## config.mk

```make
export PLATFORM = sky130hd
export DESIGN_NAME = mrqs_ctrl
export DESIGN_NICKNAME = d
export VERILOG_FILES = /design/src/hdl/mrqs_pkg.sv /design/src/hdl/mrqs_ctrl.sv
export SDC_FILE = /design/constraint.sdc
export NUM_CORES = 1
export LEC_CHECK = 0
export BUFFER_PORTS_ARGS = -buffer_cell sky130_fd_sc_hd__buf_2
export CORE_AREA = 2 2 39 41
export CTS_CLUSTER_SIZE = 24
export DETAILED_ROUTE_END_ITERATION = 16
export DIE_AREA = 0 0 41 43
export PLACE_DENSITY = 0.61
export SLEW_MARGIN = 5
export SYNTH_ARGS = -nofsm -noshare
export SYNTH_HDL_FRONTEND = slang
export SYNTH_SLANG_ARGS = --single-unit
```

## constraint.sdc

```tcl
create_clock -name clk -period 1.58 [get_ports clk]
set_input_delay 0.316 -clock clk [delete_from_list [all_inputs] [get_ports clk]]
set_output_delay 0.316 -clock clk [all_outputs]
set_load 0.01 [all_outputs]
```

## src/hdl/mrqs_pkg.sv

```systemverilog
package mrqs_pkg;

  localparam int QueueDepthDefault = 16;
  localparam int LevelCountDefault = 5;

  // Operation codes carried in a request.
  localparam logic [1:0] OP_INSERT = 2'd0;
  localparam logic [1:0] OP_POP    = 2'd1;
  localparam logic [1:0] OP_YIELD  = 2'd2;
  // Unused code: no state change and an all-zero response.
  localparam logic [1:0] OP_NOP    = 2'd3;

  // Policy modes.
  localparam logic [1:0] MODE_FCFS = 2'd0;
  localparam logic [1:0] MODE_SRTF = 2'd1;
  localparam logic [1:0] MODE_PRIO = 2'd2;
  localparam logic [1:0] MODE_MLFQ = 2'd3;

  // Configuration register indices.
  localparam logic [0:0] CFG_POLICY_MODE  = 1'd0;
  localparam logic [0:0] CFG_QUANTUM_STEP = 1'd1;

  typedef struct packed {
    logic [1:0]         op;
    logic [7:0]         task_id;
    logic [7:0]         task_priority;
    logic [15:0]        remaining_time;
    logic [15:0]        last_tick;
    logic [7:0]         burst_used;
    logic signed [3:0]  queue_level;
  } req_t;

  typedef struct packed {
    logic               task_valid;
    logic [7:0]         out_task_id;
    logic [7:0]         out_priority;
    logic [15:0]        out_remaining;
    logic [15:0]        out_last_tick;
    logic [7:0]         out_burst_used;
    logic signed [3:0]  out_level;
    logic               give_way;
    logic               queue_full;
  } rsp_t;

  // One stored task.
  typedef struct packed {
    logic [7:0]         id;
    logic [7:0]         prio;
    logic [15:0]        rem;
    logic [15:0]        tick;
    logic [7:0]         burst;
    logic signed [3:0]  level;
  } entry_t;

  // Controller to datapath commands.
  typedef struct packed {
    logic load;       // capture request
    logic scan_step;  // compare the entry read last cycle
    logic shift_step; // move one entry up or down
    logic finish;     // commit and build the response
  } cmd_t;

  // Datapath to controller status.
  typedef struct packed {
    logic scan_done;
    logic shift_done;
    logic need_scan;
    logic need_shift;
  } sts_t;

endpackage

```

## src/hdl/mrqs_ctrl.sv

```systemverilog
module mrqs_ctrl
  import mrqs_pkg::*;
(
  input  logic clk,
  input  logic rst,
  input  logic in_valid,
  output logic in_stall,
  output logic out_valid,
  input  logic out_stall,
  input  sts_t sts,
  output cmd_t cmd
);

  typedef enum logic [5:0] {
    S_IDLE  = 6'b000001,
    S_PREP  = 6'b000010,
    S_SCAN  = 6'b000100,
    S_SHIFT = 6'b001000,
    S_DONE  = 6'b010000,
    S_OUT   = 6'b100000
  } state_t;

  state_t state;
  state_t state_next;

  // Accept when idle, or when the held response leaves this cycle.
  assign in_stall  = !(state == S_IDLE || (state == S_OUT && !out_stall));
  assign out_valid = state == S_OUT;

  always_comb begin
    cmd = '0;
    state_next = state;
    unique case (state)
      S_IDLE: begin
        if (in_valid) begin
          cmd.load = 1'b1;
          state_next = S_PREP;
        end
      end
      S_PREP: begin
        // Wait for memory reads of the head entries.
        if (sts.need_scan) state_next = S_SCAN;
        else if (sts.need_shift) state_next = S_SHIFT;
        else state_next = S_DONE;
      end
      S_SCAN: begin
        cmd.scan_step = 1'b1;
        if (sts.scan_done) state_next = S_SHIFT;
      end
      S_SHIFT: begin
        if (sts.shift_done) state_next = S_DONE;
        else cmd.shift_step = 1'b1;
      end
      S_DONE: begin
        cmd.finish = 1'b1;
        state_next = S_OUT;
      end
      S_OUT: begin
        if (!out_stall) begin
          if (in_valid) begin
            cmd.load = 1'b1;
            state_next = S_PREP;
          end else state_next = S_IDLE;
        end
      end
      default: state_next = S_IDLE;
    endcase
  end

  always_ff @(posedge clk) begin
    if (rst) state <= S_IDLE;
    else state <= state_next;
  end

endmodule

```

==> flow_summary_export.csv <==
group,metric,value,unit
route,antenna_left,0,
logic_synthesis,synth_top_area_share,33.2,%
grt,grt_max_degree,7,
finish,largestRegisters,"state x6",
worst_hold_path,hold_path.startpoint,"rst",
pwr,leakagePower,0.345,nW
sta,maxSlewHeadroom,81.0,%
logic_synthesis,syn_avg_cell_area,8.22,µm²
sta,clock_skew,0.00709,ns
worst_setup_path,reg2regPathDepth,6,
floorplan,dieWidth,41,µm
worst_setup_path,slowest_delay,0.54,ns
grt,overflow,0,
logic_synthesis,synth_cell_types,25,
logic_synthesis,synthMuxAreaShare,0,%
worst_setup_path,critPathSlowestCell,"or4_4",
placed_design,gp_congestion,0.749,
route,wirelength,1.24,mm
worst_setup_path,crit_path_start,"state[5]",
sta,max_freq,524,MHz
floorplan,die_h,43,µm
route,drtIter0Drc,9,
floorplan,start_util,26.1,%
logic_synthesis,yosys_warnings,0,
sta,fin_ws,-0.329,ns
grt,grt_pass1_vias,458,
floorplan,fp-row-count,14,
sta,setup_tns,-1.91,ns
worst_setup_path,cp-start-kind,"flop",
floorplan,pin_count,14,
worst_setup_path,r2r_start,"state[5]",
finish,largest_reg_flops,6,
floorplan,dieArea,0.00176,mm²
route,drc,0,
logic_synthesis,syn-cell-area,362,µm²
worst_setup_path,arrival,1.59,ns
logic_synthesis,synthXorXnorAreaFrac,2.42,%
run,maxCapViolations,0,
route,vias_per_cell,5.07,
grt,antenna_found_initial,0,
clock_tree,cts_sinks,6,
pwr,power_density,623,mW/mm²
floorplan,coreArea,0.00138,mm²
finish,postLayoutCoreUtil,50.8,%
clock_tree,path_clk_slew,0.05,ns
grt,grt_usage,15.4,%
worst_setup_path,critPathKind,"reg2out",
clock_tree,clk_latency,0.25,ns
sta,fin_crit,1.91,ns
worst_setup_path,end_kind,"output port",
worst_hold_path,hold_path_depth,2,
route,wl_per_cell,12.6,µm
run_status,status,"finished with violations",
sta,rsz0062_at_grt,"yes",
run_status,violations,"negative setup slack",
worst_setup_path,crit_path_max_fanout,2,
sta,finalCritPeriodShare,121,%
worst_setup_path,cp.required,1.26,ns
clock_tree,clk_path_buf_depth,2,
route,route.vias.total,497,
finish,syn_to_final_growth,94.5,%
logic_synthesis,synthAdderAreaFrac,0,%
clock_tree,htree_num_levels,1,
logic_synthesis,netlist_instances,44,
finish,nNetsFinal,92,
logic_synthesis,synth_top_family_by_area,"simple AND/OR/NAND/NOR gates",
clock_tree,cts_root_buf,"clkbuf_4",
placed_design,dpl_cell_area,551,µm²
clock_tree,cts_made_buffers,3,
sta,hold_violations,0,
sta,slew_viol_final,0,
worst_setup_path,path_cells,"or4_4 -> nor3b_2 -> a21oi_1 -> nor2b_1 -> buf_2",
sta,worstMarginPinSlew,0.282,ns
logic_synthesis,yosys.area.top_type,"dfxtp_1",
logic_synthesis,yosys.area_share.simple,41.9,%
logic_synthesis,synth.ff_latch_count,6,
clock_tree,tritoncts,"built",
grt,grt_pass1_wl,1.82,mm
finish,drive_above_1_share,63.4,%
sta,setup_violations,10,
finish,diodes,0,
pwr,vdd_drop_max,388,µV
logic_synthesis,syn_nets,52,
worst_hold_path,hold_class,"in2reg",
route,firstDrtPassIters,4,
placed_design,dp_hpwl,866,µm
placed_design,io_buffers,13,
finish,top_register,"state",
finish,design_area,703,µm²
logic_synthesis,ys_seq_area_share,33.2,%
logic_synthesis,synth.area.top_cells,"dfxtp_1 33%, a21oi_1 5.5%, nor4_1 5.2%",
logic_synthesis,synth_compound_area_share,20.4,%
clock_tree,holdBufCountCts,0,
==> cell usage after synthesis, drive strengths merged <==
| cell type | count |
|---|---|
| dfxtp | 6 |
| a21oi | 4 |
| nor2 | 4 |
| nor4 | 3 |
| and3b | 2 |
| inv | 2 |
| nand2 | 2 |
| nand2b | 2 |
| nand3b | 2 |
| nor3 | 2 |
| o21ai | 2 |
| a211oi | 1 |
| a21o | 1 |
| nand3 | 1 |
| nand4 | 1 |
| nand4b | 1 |
| nor2b | 1 |
| nor3b | 1 |
| o211ai | 1 |
| o22a | 1 |
| o31ai | 1 |
| or3b | 1 |
| or4 | 1 |
| xor2 | 1 |
==> layout make-up <==
cell class                      instances  area (µm²)
Clock buffer                            3        22.5
Fill cell                             130         681
Inverter                                2        7.51
Multi-Input combinational cell         36         280
Sequential cell                         6         129
Tap cell                               16        20.0
Timing Repair Buffer                   35         244
==> through the flow <==
step           setup WS, ns  std cells  hold WS (ns)  total power [mW]
6_report             -0.329         98         0.306             0.438
2_1_floorplan       -0.0992         44         0.378             0.223
3_5_place_dp         -0.145         86         0.574             0.273
4_1_cts              -0.332         95         0.316             0.433
5_1_grt              -0.421         98         0.324             0.458
3_3_place_gp         -0.102         86         0.557             0.272
==> timing repair <==
item,CTS,global route
pin swaps,8,6
gates cloned,0,0
resized for setup,13,2
setup endpoints to repair,9,10
setup buffers,6,3
==> power by group <==
part	total [mW]	internal, mW	switching [mW]
combinational	0.126	0.0714	0.0545
clock	0.142	0.0859	0.0560
sequential	0.170	0.158	0.0118
total	0.438	0.316	0.122
==> kinds of logic after synthesis <==
kind of cell | Yosys count
xor gates and xnor gates | 1
AOI/OAI and AO/OA | 11
DFF | 6
buffers and inverters | 2
and+or+nand+nor | 24
==> worst max-delay path: cells and delay by family (launching register included) <==
kind / cells / cell delay [ns]
AO/OA/AOI/OAI: 1 / 0.07
flip-flops: 1 / 0.32
buffers and inverters: 1 / 0.13
AND/OR/NAND/NOR: 3 / 0.83
==> layer usage <==
| metal | up-vias | GRT usage [%] | wire, µm |
|---|---|---|---|
| li1 | 245 | - | - |
| met1 | 238 | 17.3 | 509 |
| met2 | 11 | 25.6 | 668 |
| met3 | 3 | 3.14 | 46 |
| met4 | 0 | 8.00 | 16 |
| met5 | - | 0 | 0 |
==> final timing paths <==
path                                 end  slack (ns)
worst max-delay path              cmd[3]       -0.33
worst min-delay path            state[2]        0.31
worst max register to register  state[0]       -0.24
worst min register to register  state[2]        0.60
==> cell usage in the layout (no fill, tap or decap), drive strengths merged <==
cell type and count:
a21oi 4, nand4b 1, nand3b 2, dfxtp 6
clkbuf 3, a21o 1, and3b 2, nand4 1
nor2 4, buf 35, or3b 1, inv 2
o22a 1, o211ai 1, nand2 2, nand3 1
a211oi 1, xor2 1, o21ai 2, or4 1
o31ai 1, nor3 2, nand2b 2, nor2b 1
nor4 3, nor3b 1
Note: power is estimated with default switching activity, not from simulation.
